File: config.mk
export PLATFORM = sky130hd
export DESIGN_NAME = lpjs_cell
export DESIGN_NICKNAME = d
export VERILOG_FILES = /design/src/sv/lpjs_pkg.sv /design/src/sv/lpjs_cell.sv
export SDC_FILE = /design/constraint.sdc
export NUM_CORES = 1
export LEC_CHECK = 0
export BUFFER_PORTS_ARGS = -buffer_cell sky130_fd_sc_hd__buf_2
export CAP_MARGIN = 20
export CELL_PAD_IN_SITES_DETAIL_PLACEMENT = 1
export CELL_PAD_IN_SITES_GLOBAL_PLACEMENT = 1
export CORE_ASPECT_RATIO = 0.7
export CORE_MARGIN = 2
export CORE_UTILIZATION = 31
export CTS_CLUSTER_DIAMETER = 200
export DETAILED_ROUTE_END_ITERATION = 8
export PLACE_DENSITY = 0.76
export SYNTH_ARGS = -nofsm -noshare
export SYNTH_HDL_FRONTEND = slang
export SYNTH_SLANG_ARGS = --single-unit
export TNS_END_PERCENT = 100
File: constraint.sdc
create_clock -name i_clk -period 2.52 [get_ports i_clk]
set_clock_uncertainty 0.1 [all_clocks]
set_input_delay 0.252 -clock i_clk [delete_from_list [all_inputs] [get_ports i_clk]]
set_output_delay 0.252 -clock i_clk [all_outputs]
set_load 0.01 [all_outputs]
File: src/sv/lpjs_pkg.sv
`timescale 1ns / 1ps
// shared types and constants for the lifo preemptive job scheduler
// no dependencies; imported by every module of the block

package lpjs_pkg;

    localparam int STACK_DEPTH_DEF = 64;
    localparam int SVC_W           = 8;
    localparam int TICK_W          = 32;
    localparam int CNT_W           = 32;
    localparam int SUM_W           = 64;
    localparam int IN_TDATA_W      = 16;
    localparam int OUT_TDATA_W     = 136;

    // one stacked job: remaining service and arrival tick plus length
    typedef struct packed {
        logic [SVC_W-1:0]  rem;
        logic [TICK_W-1:0] base;
    } t_entry;

    // broadcast shift control for the row of stack cells
    typedef struct packed {
        logic push;
        logic pop;
        logic dec;
    } t_shift_ctl;

endpackage

File: src/sv/lpjs_cell.sv
`timescale 1ns / 1ps
// one stack cell: holds a job entry, loads from its upper or lower neighbor or counts down its remaining service
// depends on lpjs_pkg

module lpjs_cell (
    input  logic               i_clk,
    input  lpjs_pkg::t_shift_ctl i_ctl,
    input  lpjs_pkg::t_entry   i_above,
    input  lpjs_pkg::t_entry   i_below,
    output lpjs_pkg::t_entry   o_entry
);
    import lpjs_pkg::*;

    t_entry r_entry;
    t_entry n_entry;

    always_comb begin
        n_entry = r_entry;
        priority if (i_ctl.push) begin
            n_entry = i_above;
        end else if (i_ctl.pop) begin
            n_entry = i_below;
        end else if (i_ctl.dec) begin
            n_entry.rem = r_entry.rem - SVC_W'(1);
        end
    end

    always_ff @(posedge i_clk) begin
        r_entry <= n_entry;
    end

    assign o_entry = r_entry;

endmodule

==> impl_metrics.toml, run 1 <==
[critical_path]
cp.required_ns = 2.45
rrSetupSlack_ns = 0.58
path_max_fanout = 5
startpoint_type = "flip-flop"
worstPathArrival_ns = 1.88
crit_family = "simple AND/OR/NAND/NOR gates"
setup.worst_path.end_class = "flip-flop"
path_buf_inv = 0
cpPeakStageDelay_ns = 0.47
critPathKind = "flip-flop to flip-flop"
slowest_stage = "edfxtp_1"
cp_cell_sequence = "nor4_1 -> nand2_1 -> xnor2_1 -> a221o_1"

[logic_synthesis]
syn-instance-count = 125
synth_ff_type = "edfxtp_1"
synthTopCellsByCount = "edfxtp_1, mux2_2, nand2_1"
synth_seq_cells = 40
synth_edf_count = 40
yosysUniqueCellTypes = 25
avgSynthCellArea_um2 = 14.9
yosysWarnings = 0
synth_area_leader_cell = "edfxtp_1"
syn_area_um2 = 1870
synth_top_area_frac = 0.643
syn_nets = 210
post-synth-top-count-cell = "edfxtp_1"
ys_seq_area_frac = 0.643
synth-async-reset-ratio = 0
ys_top_cells_by_area = "edfxtp_1, mux2_2, nand2_1"

[clock_tree]
clk_pin_slew_ns = 0.08
htreeDepth = 2
postCtsSetupBuffers = 0
cts_tree = "yes"
cts_resized = 0
insertion_delay_ns = 0.28
cts_root_buf = "clkbuf_8"
cts_max_path_buffers = 2
ctsHoldBuffers = 0
cts_made_buffers = 5
cts_sinks = 40

[routing]
drtIter0Drc = 34
route.detailed.drc = 0
vias_per_cell = 4.58
ant_nets = 0
wirelength_um = 5100
wl_per_cell_um = 15.5
dr.pass1.iters = 4
vias = 1502

[sta]
fin_crit_ns = 1.94
slew-limit-headroom = 0.707
min_period_over_period = 0.772
final-setup-viol-count = 0
fmax_mhz = 514
slew_viol_final = 0
rsz0062_at_grt = "no"
setup_tns_ns = 0
tightestPinTransition_ns = 0.435
finalHoldViolations = 0
whs_ns = 0.148
worst_slack_ns = 0.575

[power_and_ir_drop]
p_total_mw = 1.68
p_per_area_nw_per_um2 = 622
vdd_drop_max_mv = 0.253
leakagePower_nw = 1.21

[finish]
drive_above_1_share = 0.660
final_cell_area_um2 = 2690
num_antenna_cells = 0
syn2layout_area_growth_pct = 44.2
fin_cells = 328
fillerInstances = 647
largest_register_ffs = 40
nets = 337
fin_util = 0.466

[floorplanning]
die_w_um = 96.8
boundaryPins = 124
dieArea_um2 = 6670
rows = 23
die-height_um = 68.9
coreArea_um2 = 5780
start_util = 0.323

[global_route]
grt_pass1_wl_um = 7570
grt_util_all_layers = 0.148
grt-ovfl-total = 0
antenna_found_initial = 0
grt_max_degree = 31
grt_pass1_vias = 1538

[status]
status = "finished, final reports clean"

[job]
cap_violations = 0

[place]
dp_hpwl_um = 3950
dpl-instance-area_um2 = 2590
dpl.cell_count = 320
place_ws_ns = 0.618
gp_congestion = 0.762
port_buffers = 123

[hold_path]
hold_class = "primary input to flip-flop"
## cell type report
| cell class | instances | area, um^2 | area share |
|---|---|---|---|
| Inverter | 4 | 15.0 | 0.00557 |
| Tap cell | 75 | 93.8 | 0.0348 |
| Clock inverter | 2 | 35.0 | 0.0130 |
| Multi-Input combinational cell | 75 | 626 | 0.232 |
| Sequential cell | 40 | 1200 | 0.446 |
| Timing Repair Buffer | 126 | 651 | 0.242 |
| Clock buffer | 6 | 72.6 | 0.0269 |
## cells by family (layout without fill, tap and decap cells)
family | after synthesis | after routing | synth area share
simple gates | 21 | 21 | 0.0536
mux | 35 | 35 | 0.210
fa+ha+maj | 1 | 1 | 0.00670
flops | 40 | 40 | 0.643
xor+xnor | 4 | 4 | 0.0188
compound gates | 14 | 14 | 0.0462
buf+inv | 10 | 138 | 0.0221
## metal layers
| layer | GRT usage | part of all wire | vias to the layer above |
|---|---|---|---|
| met5 | 0 | 0 | - |
| met4 | 0.0528 | 0.010 | 0 |
| met3 | 0.0565 | 0.075 | 6 |
| met1 | 0.174 | 0.40 | 714 |
| met2 | 0.254 | 0.51 | 58 |
| li1 | - | - | 724 |
## cells in the final DEF, fill, tap and decap left out
cell type,netlist,final
nor4_1,1,1
or3_1,1,1
nor3b_1,1,1
nand2_1,11,11
nor3_1,2,2
mux2i_1,2,2
buf_12,0,1
a21oi_1,3,3
ha_1,1,1
or4_4,1,1
xor2_1,2,2
buf_2,0,123
o21ai_1,1,1
clkbuf_8,0,5
o31ai_1,2,2
o221ai_1,1,1
nand2b_1,1,1
bufinv_16,0,1
inv_1,4,4
xnor2_1,2,2
mux2_2,33,33
nor2_1,3,3
o21a_1,1,1
a221o_1,1,1
clkbuf_1,2,1
clkinv_2,0,1
buf_4,1,2
edfxtp_1,40,40
o21ai_0,5,5
## where the power goes
group / switching (mW) / internal [mW]
clock: 0.220 / 0.294
sequential: 0.0346 / 0.819
combinational: 0.148 / 0.161
total: 0.402 / 1.27
## worst reg2reg max path: stages, from the launching register on
cell and delay (ns):
edfxtp_1 0.47, nor4_1 0.47, nand2_1 0.16, xnor2_1 0.17, a221o_1 0.32
## worst paths after layout
check / start / cells past startpoint / to
worst max-delay path: o_entry[36] / 4 / o_entry[39]
worst min-delay path: i_above[36] / 3 / o_entry[36]
worst max register to register: o_entry[36] / 4 / o_entry[39]
worst min register to register: o_entry[39] / 2 / o_entry[39]
Power figures use the tool's default switching activity.
==> run 2: changes to the inputs <==
- ABC_AREA: unset -> 1
- CORE_UTILIZATION: 31 -> 29
- clock period: 2.52 -> 2 ns (I/O delays scaled with it)
==> run 2 against run 1 <==
Compared with the run above:
- maximum frequency increased by 21%
- sequential power increased by 24%
- final area increased by 2.4%
- clock power is 23% higher
- clock-buffer cell count shrank 1
- setup slack got worse by 0.18 ns
- core utilization is 5.0 points lower
- sequential share of layout area decreased by 1.0 points
- global-route usage grew 0.99 points
- total power is 26% higher
- cell count is 34% higher
- non-clock buffer count stayed put
==> impl_metrics.toml, run 2 <==
[global_route]
grt-ovfl-total = 0
groute.layer.met2.usage = 0.260
grt_pass1_vias = 1850
use_met3 = 0.0699
antenna_found_initial = 2
grtUsageMet1 = 0.194
grt_pass1_wl_um = 8820
busiest_layer = "met2"
grt_max_degree = 38
grt_util_all_layers = 0.158

[logic_synthesis]
syn_nets = 304
synth-async-reset-ratio = 0
synthTopCellsByCount = "nand2_1, edfxtp_1, nor2_1"
yosysUniqueCellTypes = 19
yosysWarnings = 0
ys_seq_area_frac = 0.613
syn_area_um2 = 1960
synth_seq_cells = 40
ys_top_cells_by_area = "edfxtp_1, nand2_1, o21ai_1"
synth_edf_count = 40
avgSynthCellArea_um2 = 8.95
synth_ff_type = "edfxtp_1"
post-synth-top-count-cell = "nand2_1"
synth_area_leader_cell = "edfxtp_1"
synth_top_area_frac = 0.613
syn-instance-count = 219

[place]
port_buffers = 123
place_ws_ns = 0.395
dpl-instance-area_um2 = 2650
gp_congestion = 0.812
dp_hpwl_um = 4520

[sta]
final-setup-viol-count = 0
fmax_mhz = 623
worst_slack_ns = 0.394
min_period_over_period = 0.803
slew-limit-headroom = 0.720
finalHoldViolations = 0
fin_crit_ns = 1.61
tightestPinTransition_ns = 0.419
setup_tns_ns = 0
slew_viol_final = 0
rsz0062_at_grt = "no"

[power_and_ir_drop]
power_frac_comb = 0.195
clkPwrFrac = 0.301
intPower_mw = 1.57
leakagePower_nw = 1.43
power_frac_seq = 0.505
p_sw_mw = 0.541
vdd_drop_max_mv = 0.272
p_per_area_nw_per_um2 = 764
switching_share = 0.257

[floorplanning]
die-height_um = 72.8
boundaryPins = 124
dieArea_um2 = 7450
start_util = 0.296
die_w_um = 102
rows = 25
coreArea_um2 = 6630

[routing]
dr.pass1.iters = 4
vias_per_cell = 4.28
drtIter0Drc = 50
route.detailed.drc = 0
vias = 1873
wl_per_cell_um = 13.3
ant_nets = 0
wirelength_um = 5850

[finish]
num_antenna_cells = 0
fillerInstances = 847
final-seq-area_um2 = 1200
multi_input_area_um2 = 649
final_cell_mix = "buf_2, nand2_1, edfxtp_1, nor2_1, o21ai_1"
layout_commonest_cell = "buf_2"
largest_register_ffs = 40
syn2layout_area_growth_pct = 40.7
nets = 428
fin_util = 0.416
final_cell_area_um2 = 2760
drive_above_1_share = 0.416

[clock_tree]
cts_resized = 0
cts_sinks = 40
cts_tree = "yes"
ctsHoldBuffers = 0
insertion_delay_ns = 0.28
cts_max_path_buffers = 2
cts_root_buf = "clkbuf_8"
cts_made_buffers = 5
clk_pin_slew_ns = 0.08
postCtsSetupBuffers = 0
htreeDepth = 2

[hold_path]
hold_class = "primary input to flip-flop"

[critical_path]
critPathCapture = "o_entry[38]"
cp.required_ns = 1.95
worstPathArrival_ns = 1.55
startpoint_type = "flip-flop"
critical_path.startpoint = "o_entry[33]"
setup.worst_path.end_class = "flip-flop"
reg2reg_depth = 9
rrSetupSlack_ns = 0.39
r2r_end = "o_entry[38]"
rr_startpoint = "o_entry[33]"
path_max_fanout = 4
critPathKind = "flip-flop to flip-flop"

[status]
status = "finished, final reports clean"

[job]
cap_violations = 0
## run 2: worst min-delay path by stage
stage | from | slack (ns) | end | cells after the start
2_1_floorplan | i_below[0] | 0.28 | o_entry[0] | 2
3_3_place_gp | i_below[7] | 0.37 | o_entry[7] | 3
3_5_place_dp | i_below[20] | 0.37 | o_entry[20] | 3
4_1_cts | i_below[20] | 0.07 | o_entry[20] | 3
5_1_grt | i_below[0] | 0.08 | o_entry[0] | 3
6_report | i_below[20] | 0.08 | o_entry[20] | 3
## run 2: final cells by class
type                            instances  share of cell area
Clock buffer                            5              0.0250
Clock inverter                          3              0.0136
Inverter                               11              0.0163
Multi-Input combinational cell        159               0.235
Sequential cell                        40               0.436
Tap cell                               94              0.0426
Timing Repair Buffer                  126               0.231
## run 2: cells by family (layout without fill, tap and decap cells)
family,Yosys count,count (layout),synth area share
fa+ha+maj,1,1,0.00638
flops,40,40,0.613
compound gates,16,16,0.0415
simple gates,142,142,0.283
buf+inv,20,145,0.0562
## run 2: power by group through the flow
stage          combinational (mW)  clock [mW]  sequential [mW]
6_report                    0.410       0.633             1.06
5_1_grt                     0.462       0.683             1.08
4_1_cts                     0.420       0.656             1.06
3_5_place_dp                0.418           0             1.08
3_3_place_gp                0.404           0             1.08
2_1_floorplan               0.152           0             1.13
## run 2: worst max-delay path, stage by stage (launching register included)
cell and delay [ns]:
edfxtp_1 0.42, inv_1 0.11, ha_1 0.24, nand2_2 0.09, nor2_2 0.13, nand2_1 0.06, nand2_1 0.05, nand3_1 0.06
nand2_1 0.06, nand2_1 0.04
## run 2: through the flow
stage,total power [mW],hold slack (ns),cells
floorplan,1.29,0.279,219
global placement,1.48,0.367,430
detailed placement,1.50,0.371,430
CTS,2.14,0.0694,438
global route,2.22,0.0754,438
finish,2.11,0.0790,438
## run 2: per-layer routing
layer | routed length, um | vias up
met5 | 13 | -
li1 | - | 954
met3 | 645 | 4
met2 | 2680 | 88
met4 | 18 | 2
met1 | 2490 | 825
==> run 3: changes to the inputs <==
- CORE_UTILIZATION: 29 -> 26
- PLACE_DENSITY: 0.76 -> 0.72
- clock period: 2 -> 1.3 ns (I/O delays scaled with it)
==> run 3 against run 2 <==
Compared with the run above:
- the run now ends with setup timing left
- hold slack got worse by 0.066 ns
- core utilization up 0.053 points
- total power is 63% higher
- final area increased by 10%
- critical path depth unchanged
- combinational power increased by 87%
- global-route usage is 0.50 points lower
- routed wire length is 8.3% higher
- sequential share of layout area decreased by 4.0 points
- critical path type unchanged
- via count increased by 6.9%
==> impl_metrics.toml, run 3 (synthesis gave the netlist of run 2 again) <==
[power_and_ir_drop]
p_per_area_nw_per_um2 = 1130
p_total_mw = 3.43
leakagePower_nw = 1.56
vdd_drop_max_mv = 0.379

[critical_path]
setup.worst_path.end_class = "flip-flop"
path_max_fanout = 2
cp.required_ns = 1.25
startpoint_type = "flip-flop"
critPathKind = "flip-flop to flip-flop"
worstPathArrival_ns = 1.40

[clock_tree]
insertion_delay_ns = 0.28
cts_made_buffers = 5
htreeDepth = 2
cts_root_buf = "clkbuf_8"
cts_tree = "yes"
cts_sinks = 40
cts_max_path_buffers = 2
clk_pin_slew_ns = 0.08

[place]
port_buffers = 123
gp_congestion = 0.868
dpl-instance-area_um2 = 2750
dp_hpwl_um = 4800
place_ws_ns = -0.168

[global_route]
grt_util_all_layers = 0.153
grt-ovfl-total = 0
grt_pass1_vias = 2120
antenna_found_initial = 0
grt_max_degree = 38
grt_pass1_wl_um = 9890

[sta]
slew_viol_final = 0
min_period_over_period = 1.11
slew-limit-headroom = 0.727
setup_tns_ns = -0.701
tightestPinTransition_ns = 0.410
worst_slack_ns = -0.149
final-setup-viol-count = 6
fin_crit_ns = 1.45
rsz0062_at_grt = "yes"
fmax_mhz = 690
finalHoldViolations = 0
whs_ns = 0.0133

[finish]
nets = 451
syn2layout_area_growth_pct = 54.8
num_antenna_cells = 0
fillerInstances = 903
drive_above_1_share = 0.455
final_cell_mix = "buf_2, nand2_1, edfxtp_1, buf_4"
largest_register_ffs = 40
layout_commonest_cell = "buf_2"
final_cell_area_um2 = 3030

[routing]
vias = 2002
drtIter0Drc = 82
wl_per_cell_um = 13.6
vias_per_cell = 4.31
ant_nets = 0
wirelength_um = 6330
route.detailed.drc = 0
dr.pass1.iters = 4

[hold_path]
hold_class = "primary input to flip-flop"

[status]
violations = "setup timing"
status = "complete, but fails checks"

[floorplanning]
die_w_um = 108
dieArea_um2 = 8260
rows = 26
die-height_um = 76.7
coreArea_um2 = 7290
boundaryPins = 124
start_util = 0.269

[job]
cap_violations = 0
==> run 3: changes by cell type in the layout (fill, tap and decap cells not counted), sizes merged <==
| cell | delta |
|---|---|
| dlygate4sd3 | +9 |
| clkinvlp | +1 |
| buf | +14 |
| clkinv | -1 |
==> run 3: worst paths after layout <==
kind | endpoint | depth (start not counted) | slack, ns | from
max | o_entry[38] | 9 | -0.15 | o_entry[33]
min | o_entry[0] | 3 | 0.01 | i_above[0]
max reg2reg | o_entry[38] | 9 | -0.15 | o_entry[33]
min reg2reg | o_entry[39] | 4 | 0.64 | o_entry[39]
==> run 3: worst max-delay path, cell delays in order (launching register included) <==
cell,delay (ns)
edfxtp_1,0.42
inv_2,0.10
ha_4,0.16
nand2_4,0.06
nor2_4,0.08
nand2_1,0.05
nand2_1,0.06
nand3_1,0.06
nand2_1,0.07
nand2_1,0.04
==> run 3: where the power goes <==
group | switching [mW] | internal, mW
clock network | 0.456 | 0.569
logic | 0.409 | 0.356
registers | 0.0511 | 1.58
total | 0.917 | 2.51
==> run 3: cell type report <==
cell class                      instances  area (um^2)  area share
Sequential cell                        40         1200       0.396
Timing Repair Buffer                  149          850       0.280
Multi-Input combinational cell        159          702       0.231
Tap cell                               98          123      0.0404
Clock buffer                            5         68.8      0.0227
Inverter                               11         47.5      0.0157
Clock inverter                          3         42.5      0.0140
==> run 3: per-layer routing <==
| metal | share of wire | GRT usage | vias up |
|---|---|---|---|
| met2 | 0.47 | 0.267 | 84 |
| li1 | - | - | 997 |
| met5 | 0 | 0 | - |
| met3 | 0.087 | 0.0485 | 2 |
| met4 | 0.0033 | 0.0269 | 0 |
| met1 | 0.44 | 0.186 | 919 |
==> run 3: per-stage QoR <==
step / std cells / utilization
after floorplan: 219 / -
after global placement: 445 / 0.378
after detailed placement: 445 / 0.378
after CTS: 463 / 0.409
after global routing: 465 / 0.416
final: 465 / 0.416
==> run 3: what timing repair did <==
action,in CTS,in global routing
endpoints found under the setup margin,6,6
resized for setup,5,7
hold endpoints to repair,8,1
pin swaps,5,5
hold buffers,8,1
buffers inserted,2,2
