`config.mk`:
```
export PLATFORM = sky130hd
export DESIGN_NAME = lpjs_accum
export DESIGN_NICKNAME = d
export VERILOG_FILES = /design/src/sv/lpjs_pkg.sv /design/src/sv/lpjs_accum.sv
export SDC_FILE = /design/constraint.sdc
export NUM_CORES = 1
export LEC_CHECK = 0
export BUFFER_PORTS_ARGS = -buffer_cell sky130_fd_sc_hd__clkbuf_2
export CORE_AREA = 2 2 118 120
export CTS_CLUSTER_DIAMETER = 80
export DETAILED_ROUTE_END_ITERATION = 8
export DIE_AREA = 0 0 120 122
export PLACE_DENSITY = 0.67
export SLEW_MARGIN = 10
export SYNTH_ARGS = -nofsm -noshare
export SYNTH_HDL_FRONTEND = slang
export SYNTH_SLANG_ARGS = --single-unit
export TNS_END_PERCENT = 50
```
`constraint.sdc`:
```
create_clock -name i_clk -period 6.96 [get_ports i_clk]
set_input_delay 1.044 -clock i_clk [delete_from_list [all_inputs] [get_ports i_clk]]
set_output_delay 1.044 -clock i_clk [all_outputs]
set_load 0.05 [all_outputs]
```
`src/sv/lpjs_pkg.sv`:
```
`timescale 1ns / 1ps
// shared types and constants for the lifo preemptive job scheduler
// no dependencies; imported by every module of the block

package lpjs_pkg;

    localparam int STACK_DEPTH_DEF = 64;
    localparam int SVC_W           = 8;
    localparam int TICK_W          = 32;
    localparam int CNT_W           = 32;
    localparam int SUM_W           = 64;
    localparam int IN_TDATA_W      = 16;
    localparam int OUT_TDATA_W     = 136;

    // one stacked job: remaining service and arrival tick plus length
    typedef struct packed {
        logic [SVC_W-1:0]  rem;
        logic [TICK_W-1:0] base;
    } t_entry;

    // broadcast shift control for the row of stack cells
    typedef struct packed {
        logic push;
        logic pop;
        logic dec;
    } t_shift_ctl;

endpackage

```
`src/sv/lpjs_accum.sv`:
```
`timescale 1ns / 1ps
// saturating running totals of completed jobs and of their waits
// depends on lpjs_pkg

module lpjs_accum (
    input  logic                        i_clk,
    input  logic                        i_rst_n,
    input  logic                        i_load,
    input  logic                        i_done,
    input  logic [lpjs_pkg::TICK_W-1:0] i_wait,
    output logic [lpjs_pkg::CNT_W-1:0]  o_done_total,
    output logic [lpjs_pkg::SUM_W-1:0]  o_wait_total
);
    import lpjs_pkg::*;

    logic [CNT_W-1:0] r_cnt;
    logic [CNT_W-1:0] n_cnt;
    logic [SUM_W-1:0] r_sum;
    logic [SUM_W-1:0] n_sum;
    logic [SUM_W:0]   w_sum_ext;

    assign w_sum_ext = {1'b0, r_sum} + {{(SUM_W-TICK_W+1){1'b0}}, i_wait};

    always_comb begin
        n_cnt = r_cnt;
        n_sum = r_sum;
        if (i_load && i_done) begin
            if (r_cnt != '1) begin
                n_cnt = r_cnt + CNT_W'(1);
            end
            n_sum = w_sum_ext[SUM_W] ? '1 : w_sum_ext[SUM_W-1:0];
        end
    end

    always_ff @(posedge i_clk) begin
        if (!i_rst_n) begin
            r_cnt <= '0;
            r_sum <= '0;
        end else begin
            r_cnt <= n_cnt;
            r_sum <= n_sum;
        end
    end

    assign o_done_total = r_cnt;
    assign o_wait_total = r_sum;

    // totals never move backward
    a_cnt_mono: assert property (@(posedge i_clk) disable iff (!i_rst_n)
        1'b1 |=> r_cnt >= $past(r_cnt))
        else $error("completed count decreased");
    a_sum_mono: assert property (@(posedge i_clk) disable iff (!i_rst_n)
        1'b1 |=> r_sum >= $past(r_sum))
        else $error("wait sum decreased");
    a_sum_idle: assert property (@(posedge i_clk) disable iff (!i_rst_n)
        !(i_load && i_done) |=> $stable(r_sum) && $stable(r_cnt))
        else $error("totals changed without a completed job");

endmodule

```
==> results.sh, run 1 <==
export IMPL_status="completed"
export IMPL_synth_simple_area_share=0.228
export IMPL_syn_nets=800
export IMPL_grt_pass1_vias=5224
export IMPL_worst_hold_slack_ns=0.518
export IMPL_cts_buffer_depth=2
export IMPL_dieWidth_um=120
export IMPL_async_flop_share=0
export IMPL_yosys_cell_count_top_type="dfxtp_1"
export IMPL_rsz0062_at_grt="no"
export IMPL_htreeDepth=3
export IMPL_grt_max_degree=61
export IMPL_synth_area_sq_um=5910
export IMPL_layout_nets=912
export IMPL_fin_crit_sh=0.610
export IMPL_die_y_um=122
export IMPL_cts_hold_buffers_added=0
export IMPL_dieArea_sq_um=14600
export IMPL_insertion_delay_ns=0.35
export IMPL_place_ws_ns=2.36
export IMPL_io_buffer_count=131
export IMPL_required_ns=7.21
export IMPL_cp_max_fo=24
export IMPL_initial_core_util=0.438
export IMPL_postCtsSetupBuffers=0
export IMPL_wl_per_cell_um=15.0
export IMPL_hold_path_class="flip-flop to flip-flop"
export IMPL_numCtsBuffers=9
export IMPL_syn_avg_cell_area_sq_um=8.10
export IMPL_antenna_left=0
export IMPL_grt_overflow=0
export IMPL_drive_gt1_frac=0.217
export IMPL_irDropWorstVdd_uv=121
export IMPL_yosys_top_cells_count="dfxtp_1 (96), nand2_1 (73), a21oi_1 (68)"
export IMPL_num_fill_cells=1346
export IMPL_vias=5673
export IMPL_cts_repair_resized=0
export IMPL_dp_hpwl_mm=11.2
export IMPL_viasPerCell=5.52
export IMPL_p_leak_nw=2.96
export IMPL_min_period_ns=4.24
export IMPL_synth_flop_cell="dfxtp_1"
export IMPL_syn_to_final_growth_pct=18.6
export IMPL_antenna_cells=0
export IMPL_seq_area_sq_um=1920
export IMPL_ios=132
export IMPL_postSynthCellCount=730
export IMPL_arrival_ns=4.49
export IMPL_cts_sinks=96
export IMPL_synth_warnings=0
export IMPL_worst_slew_pin_slew_ns=0.968
export IMPL_max_slew_margin_rel=0.355
export IMPL_fin_tns_setup_ns=0
export IMPL_root_buffer="clkbuf_16"
export IMPL_drt_iter0_markers=360
export IMPL_synthMuxAreaShare=0.00338
export IMPL_ys_seq_area_frac=0.325
export IMPL_post_synth_fa_ha_maj_area_fraction=0.0732
export IMPL_synth_top_family_by_area="compound AO/OA/AOI/OAI gates"
export IMPL_synth_top_area_cell="dfxtp_1"
export IMPL_fin_ws_ns=2.72
export IMPL_hold_violations=0
export IMPL_place_gp_congestion=0.847
export IMPL_rows=43
export IMPL_drt_wl_total_mm=15.4
export IMPL_cts_tree="built"
export IMPL_synth_edf_count=0
export IMPL_crit_path_end_kind="flip-flop"
export IMPL_grt_pass1_wl_mm=25.8
export IMPL_synth_top_cell_area_share=0.325
export IMPL_coreArea_sq_um=13500
export IMPL_synth_compound_area_frac=0.234
export IMPL_drv_slew=0
export IMPL_max_cap_violations=0
export IMPL_yosys_top_cells_area="dfxtp_1 (32%), ha_1 (7.0%), a21oi_1 (5.8%)"
export IMPL_multiInputGateArea_sq_um=3810
export IMPL_setup_viol=0
export IMPL_worst_setup_path_type="input pin to flip-flop"
export IMPL_worst_clock_skew_ns=0.00776
export IMPL_drt_pass1_iterations=5
export IMPL_fin_total_pwr_mw=1.46
export IMPL_synth_seq_cells=96
export IMPL_worstSetupStartpointType="input pin"
export IMPL_grtUsageTotal=0.216
export IMPL_antenna_found_initial=0
export IMPL_timing_fmax_ghz=0.236
export IMPL_clk_pin_slew_ns=0.07
export IMPL_post_route_drc_count=0
export IMPL_powerDensity_nw_per_um2=208
export IMPL_synth_xor_area_frac=0.105
export IMPL_synth_distinct_cells=61
==> placed cells by master, fill, tap and decap left out, types with 2 or more instances in the layout <==
master     count
clkbuf_2     131
dfxtp_1       96
nand2_1       73
a21oi_1       68
o21ai_0       58
nor2_1        56
xor2_1        38
xnor2_1       33
ha_1          33
a31oi_1       28
nand4_1       20
nand3_1       20
and3_1        17
a21o_1        16
a21oi_2       13
or3_1         13
nor3_1        13
inv_1         11
and2_1         9
clkbuf_16      9
and4_1         8
nor4_1         7
o21bai_1       7
nor3_2         4
nor2b_1        4
a311oi_1       4
or2_2          4
a211oi_1       3
buf_4          3
mux2i_1        2
a221o_1        2
or2_1          2
o21a_1         2
o211a_1        2
o31ai_1        2
nand2b_1       2
inv_8          2
inv_6          2
bufinv_16      2
==> cell families after synthesis <==
group                    Yosys count
AND/OR/NAND/NOR                  262
flip-flops                        96
adder cells (fa/ha/maj)           34
buffers and inverters             45
multiplexers                       2
XOR/XNOR                          71
AO/OA/AOI/OAI                    220
==> report_power, final <==
part	total, mW	leakage, nW	internal (mW)	switching [mW]
Clock	0.563	0.164	0.324	0.239
Combinational	0.315	2.01	0.105	0.210
Sequential	0.579	0.780	0.564	0.0144
==> worst paths after layout <==
kind,from,cells past startpoint,slack [ns],to
worst min register to register,o_done_total[16]$_SDFFE_PN0P_,2,0.52,o_done_total[16]$_SDFFE_PN0P_
worst max-delay path,i_wait[0],12,2.72,o_wait_total[37]$_SDFFE_PN0P_
worst min-delay path,o_done_total[16]$_SDFFE_PN0P_,2,0.52,o_done_total[16]$_SDFFE_PN0P_
worst max register to register,o_wait_total[0]$_SDFFE_PN0P_,11,3.16,o_wait_total[37]$_SDFFE_PN0P_
==> metal layers <==
layer / track usage / vias up / share of wire
met5: 0 / - / 0
met4: 0.0787 / 0 / 0.018
met3: 0.0290 / 18 / 0.062
met2: 0.331 / 171 / 0.44
met1: 0.308 / 2596 / 0.48
li1: - / 2888 / -
==> layout make-up <==
| type | instances | share of cell area |
|---|---|---|
| tap | 180 | 0.0321 |
| sequential | 96 | 0.274 |
| multi-input combinational | 589 | 0.543 |
| timing repair buffer | 134 | 0.0967 |
| inverter | 12 | 0.00642 |
| clock buffer | 9 | 0.0321 |
| clock inverter | 7 | 0.0155 |
==> per-stage QoR <==
stage	instance area, sq um	utilization	std cells
after detailed placement	6680	0.495	1011
final	7010	0.519	1027
after global routing	7010	0.519	1027
after global placement	6680	0.495	1011
after floorplan	5910	-	730
after CTS	7010	0.519	1027
==> worst max-delay path, cell delays in order <==
cell       delay [ns]
clkbuf_2         0.08
ha_1             0.21
fa_1             0.44
a211oi_1         0.43
o211ai_2         0.18
nand4_2          0.15
a2111oi_4        0.10
o31ai_4          0.40
or2_1            0.77
and2_4           0.43
nand3_1          0.11
o211a_1          0.13
==> sequential cells by signal, indices dropped and copies added, names as in the netlist <==
register      count
o_wait_total     64
o_done_total     32
(Power assumes the default switching activity.)
==> inputs of run 2 (changes only) <==
==> constraint.sdc (replaced) <==
create_clock -name i_clk -period 4.4 [get_ports i_clk]
set_input_delay 0.66 -clock i_clk [delete_from_list [all_inputs] [get_ports i_clk]]
set_output_delay 0.66 -clock i_clk [all_outputs]
set_load 0.05 [all_outputs]
==> results.sh, run 2 (synthesized netlist as in run 1, its figures left out) <==
export IMPL_status="completed"
export IMPL_fin_crit_sh=0.756
export IMPL_place_ws_ns=0.738
export IMPL_setup_viol=0
export IMPL_htreeDepth=3
export IMPL_final_common_cell="clkbuf_2"
export IMPL_irDropWorstVdd_uv=198
export IMPL_coreArea_sq_um=13500
export IMPL_worst_slew_pin_slew_ns=0.744
export IMPL_initial_core_util=0.438
export IMPL_drt_iter0_markers=332
export IMPL_numCtsBuffers=9
export IMPL_largest_reg_flops=64
export IMPL_insertion_delay_ns=0.36
export IMPL_layout_nets=915
export IMPL_hold_path_class="flip-flop to flip-flop"
export IMPL_viasPerCell=5.52
export IMPL_fin_ws_ns=1.07
export IMPL_antenna_cells=0
export IMPL_cpMaxStageDelayCell="nor4_1"
export IMPL_clk_pin_slew_ns=0.07
export IMPL_dp_hpwl_mm=11.5
export IMPL_worst_setup_path_type="input pin to flip-flop"
export IMPL_place_gp_congestion=0.893
export IMPL_ios=132
export IMPL_fin_cells=1030
export IMPL_grt_overflow=0
export IMPL_min_period_ns=3.33
export IMPL_dieWidth_um=120
export IMPL_postCtsSetupBuffers=0
export IMPL_required_ns=4.64
export IMPL_crit_path_end_kind="flip-flop"
export IMPL_max_slew_margin_rel=0.504
export IMPL_worstSetupStartpointType="input pin"
export IMPL_drive_gt1_frac=0.220
export IMPL_post_route_drc_count=0
export IMPL_worst_hold_slack_ns=0.511
export IMPL_grt_pass1_vias=5287
export IMPL_p_leak_nw=2.95
export IMPL_grtUsageTotal=0.217
export IMPL_cp_max_fo=4
export IMPL_antenna_found_initial=0
export IMPL_cts_sinks=96
export IMPL_die_y_um=122
export IMPL_vias=5690
export IMPL_dieArea_sq_um=14600
export IMPL_final_cell_mix="clkbuf_2 (131), dfxtp_1 (96), nand2_1 (73), a21oi_1 (68), o21ai_0 (58)"
export IMPL_timing_fmax_ghz=0.300
export IMPL_root_buffer="clkbuf_16"
export IMPL_cp_cell_sequence="clkbuf_2 > ha_1 > fa_1 > a211oi_1 > o211ai_2 > a31oi_1 > nor4b_1 > nor4_1 > o31ai_1 > a21oi_1 > xor2_1 > a21oi_2"
export IMPL_cts_repair_resized=0
export IMPL_drv_slew=0
export IMPL_syn_to_final_growth_pct=18.6
export IMPL_drt_wl_total_mm=15.5
export IMPL_fin_total_pwr_mw=2.25
export IMPL_grt_max_degree=53
export IMPL_rsz0062_at_grt="no"
export IMPL_antenna_left=0
export IMPL_cts_tree="built"
export IMPL_arrival_ns=3.57
export IMPL_rows=43
export IMPL_max_cap_violations=0
export IMPL_placed_cells=1014
export IMPL_cts_hold_buffers_added=0
export IMPL_powerDensity_nw_per_um2=320
export IMPL_hold_violations=0
export IMPL_worst_clock_skew_ns=0.00965
export IMPL_cpPeakStageDelay_ns=0.46
export IMPL_cts_buffer_depth=2
export IMPL_fin_tns_setup_ns=0
export IMPL_drt_pass1_iterations=5
export IMPL_io_buffer_count=131
export IMPL_grt_pass1_wl_mm=25.8
export IMPL_wl_per_cell_um=15.0
## run 2: cell types whose count changed in the layout (fill, tap and decap cells not counted)
| cell | change |
|---|---|
| clkbuf_8 | +1 |
| inv_8 | -1 |
| buf_4 | +3 |
| clkinvlp_4 | +2 |
| bufinv_16 | -1 |
| clkinv_4 | -1 |
## run 2: area by class of cell
type,instances,area [sq um]
fill,1289,6490
multi-input combinational,589,3810
sequential,96,1920
timing repair buffer,137,701
clock buffer,10,239
tap,180,225
clock inverter,6,73.8
inverter,12,45.0
## run 2: final timing paths
| kind | start | to | slack (ns) | depth (start not counted) |
|---|---|---|---|---|
| min reg2reg | o_done_total[16]$_SDFFE_PN0P_ | o_done_total[16]$_SDFFE_PN0P_ | 0.51 | 2 |
| min | o_done_total[16]$_SDFFE_PN0P_ | o_done_total[16]$_SDFFE_PN0P_ | 0.51 | 2 |
| max reg2reg | o_wait_total[0]$_SDFFE_PN0P_ | o_wait_total[30]$_SDFFE_PN0P_ | 1.13 | 11 |
| max | i_wait[0] | o_wait_total[30]$_SDFFE_PN0P_ | 1.07 | 12 |
## run 2: per-stage QoR
step           utilization  area, sq um
2_1_floorplan            -         5910
3_3_place_gp         0.496         6700
3_5_place_dp         0.496         6700
4_1_cts              0.520         7020
5_1_grt              0.520         7020
6_report             0.520         7020
## run 2: where the power goes
part | total [mW] | switching [mW] | internal, mW
sequential | 0.915 | 0.0222 | 0.893
combinational | 0.499 | 0.332 | 0.166
clock | 0.832 | 0.368 | 0.465
total | 2.25 | 0.722 | 1.52
## run 2: layer usage
metal / track usage / vias up / part of all wire
met3: 0.0342 / 19 / 0.049
met5: 0 / - / 0
li1: - / 2888 / -
met1: 0.301 / 2626 / 0.48
met2: 0.339 / 157 / 0.45
met4: 0.0801 / 0 / 0.019
## run 2: critical path: cells and delay by family
family	cells	cell delay (ns)
xor+xnor	1	0.19
buf+inv	1	0.08
fa+ha+maj	2	0.65
compound gates	6	1.40
simple gates	2	0.59
==> inputs of run 3 (changes only) <==
==> constraint.sdc (replaced) <==
create_clock -name i_clk -period 3.5 [get_ports i_clk]
set_input_delay 0.525 -clock i_clk [delete_from_list [all_inputs] [get_ports i_clk]]
set_output_delay 0.525 -clock i_clk [all_outputs]
set_load 0.05 [all_outputs]
==> results.sh, run 3 (synthesized netlist as in run 1, its figures left out) <==
export IMPL_drt_wl_total_mm=15.8
export IMPL_clkPwrFrac=0.357
export IMPL_largest_reg_flops=64
export IMPL_grt_pass1_vias=5349
export IMPL_fin_tns_setup_ns=0
export IMPL_grt_pass1_wl_mm=25.8
export IMPL_hold_path_class="flip-flop to flip-flop"
export IMPL_final_cell_mix="clkbuf_2 (131), dfxtp_1 (96), nand2_1 (73), a21oi_1 (68), o21ai_0 (58)"
export IMPL_fin_cells=1040
export IMPL_cts_buffer_depth=2
export IMPL_postCtsSetupBuffers=0
export IMPL_drt_iter0_markers=242
export IMPL_place_gp_congestion=0.905
export IMPL_worst_clock_skew_ns=0.00549
export IMPL_layout_nets=926
export IMPL_worst_hold_slack_ns=0.525
export IMPL_netSwitchingFraction=0.320
export IMPL_cts_repair_resized=0
export IMPL_fin_crit_sh=0.876
export IMPL_antenna_left=0
export IMPL_drv_slew=0
export IMPL_coreArea_sq_um=13500
export IMPL_numCtsBuffers=9
export IMPL_grtUsageTotal=0.216
export IMPL_timing_fmax_ghz=0.326
export IMPL_cts_hold_buffers_added=0
export IMPL_initial_core_util=0.438
export IMPL_viasPerCell=5.57
export IMPL_min_from="o_done_total[8]$_SDFFE_PN0P_"
export IMPL_rows=43
export IMPL_htreeDepth=3
export IMPL_cts_tree="built"
export IMPL_setup_viol=0
export IMPL_min_period_ns=3.07
export IMPL_cp_max_fo=6
export IMPL_p_seq_frac=0.412
export IMPL_antenna_found_initial=0
export IMPL_post_route_drc_count=0
export IMPL_syn_to_final_growth_pct=19.9
export IMPL_clk_pin_slew_ns=0.07
export IMPL_p_leak_nw=3.00
export IMPL_worstSetupStartpointType="flip-flop"
export IMPL_cts_sinks=96
export IMPL_grt_overflow=0
export IMPL_worst_slew_pin_slew_ns=0.678
export IMPL_power_switching_mw=0.895
export IMPL_root_buffer="clkbuf_16"
export IMPL_final_common_cell="clkbuf_2"
export IMPL_max_slew_margin_rel=0.544
export IMPL_drt_pass1_iterations=5
export IMPL_dieWidth_um=120
export IMPL_status="completed"
export IMPL_ios=132
export IMPL_reg2reg_slack_ns=0.43
export IMPL_powerDensity_nw_per_um2=394
export IMPL_drive_gt1_frac=0.229
export IMPL_crit_path_end_kind="flip-flop"
export IMPL_vias=5793
export IMPL_internal_power_mw=1.90
export IMPL_irDropWorstVdd_uv=224
export IMPL_placed_cells=1025
export IMPL_dieArea_sq_um=14600
export IMPL_max_cap_violations=0
export IMPL_die_y_um=122
export IMPL_wl_per_cell_um=15.2
export IMPL_dp_hpwl_mm=12.0
export IMPL_insertion_delay_ns=0.34
export IMPL_seq_area_sq_um=1920
export IMPL_grt_max_degree=53
export IMPL_worstReg2RegStart="o_wait_total[0]$_SDFFE_PN0P_"
export IMPL_worst_setup_path_type="flip-flop to flip-flop"
export IMPL_antenna_cells=0
export IMPL_io_buffer_count=131
export IMPL_critPathLaunch="o_wait_total[0]$_SDFFE_PN0P_"
export IMPL_multiInputGateArea_sq_um=3810
export IMPL_arrival_ns=3.29
export IMPL_hold_violations=0
export IMPL_required_ns=3.73
export IMPL_num_fill_cells=1297
export IMPL_rsz0062_at_grt="no"
export IMPL_pwr_share_comb=0.231
-- run 3: stage by stage --
step | power, mW | cell area [sq um] | setup slack (ns) | util
after floorplan | 1.65 | 5910 | 0.467 | -
after global placement | 1.81 | 6800 | 0.193 | 0.503
after detailed placement | 1.81 | 6800 | 0.172 | 0.503
after CTS | 2.81 | 7090 | 0.411 | 0.525
after global routing | 2.91 | 7090 | 0.209 | 0.525
final | 2.79 | 7090 | 0.433 | 0.525
-- run 3: cell type report --
type,instances,area share
clock inverter,6,0.00970
inverter,12,0.00635
multi-input combinational,589,0.537
tap,180,0.0318
sequential,96,0.271
clock buffer,9,0.0318
timing repair buffer,148,0.112
-- run 3: path summary, 6_finish.rpt --
path	endpoint	depth (start not counted)
setup reg to reg	o_wait_total[52]$_SDFFE_PN0P_	12
hold / removal	o_done_total[8]$_SDFFE_PN0P_	2
setup / recovery	o_wait_total[52]$_SDFFE_PN0P_	12
hold reg to reg	o_done_total[8]$_SDFFE_PN0P_	2
-- run 3: metal layers --
layer,up-vias,GRT usage,part of all wire
met5,-,0,0
met4,0,0.0824,0.018
met3,19,0.0295,0.048
met2,173,0.344,0.45
met1,2687,0.298,0.48
li1,2914,-,-
-- run 3: power by group through the flow --
stage	Sequential (mW)	Combinational [mW]	Clock, mW
4_1_cts	1.15	0.641	1.02
5_1_grt	1.15	0.705	1.05
3_5_place_dp	1.18	0.637	0
3_3_place_gp	1.18	0.636	0
6_report	1.15	0.645	0.998
2_1_floorplan	1.28	0.376	0
-- run 3: critical path: stages, from the launching register on --
cell and delay [ns]:
dfxtp_1 0.36, ha_1 0.19, fa_1 0.25, a211oi_1 0.12, o211ai_2 0.25, nand4_2 0.18
a2111oi_4 0.40, o31ai_4 0.12, buf_4 0.18, nor4_4 0.46, nand4_1 0.17, xor2_1 0.20
a21oi_2 0.07
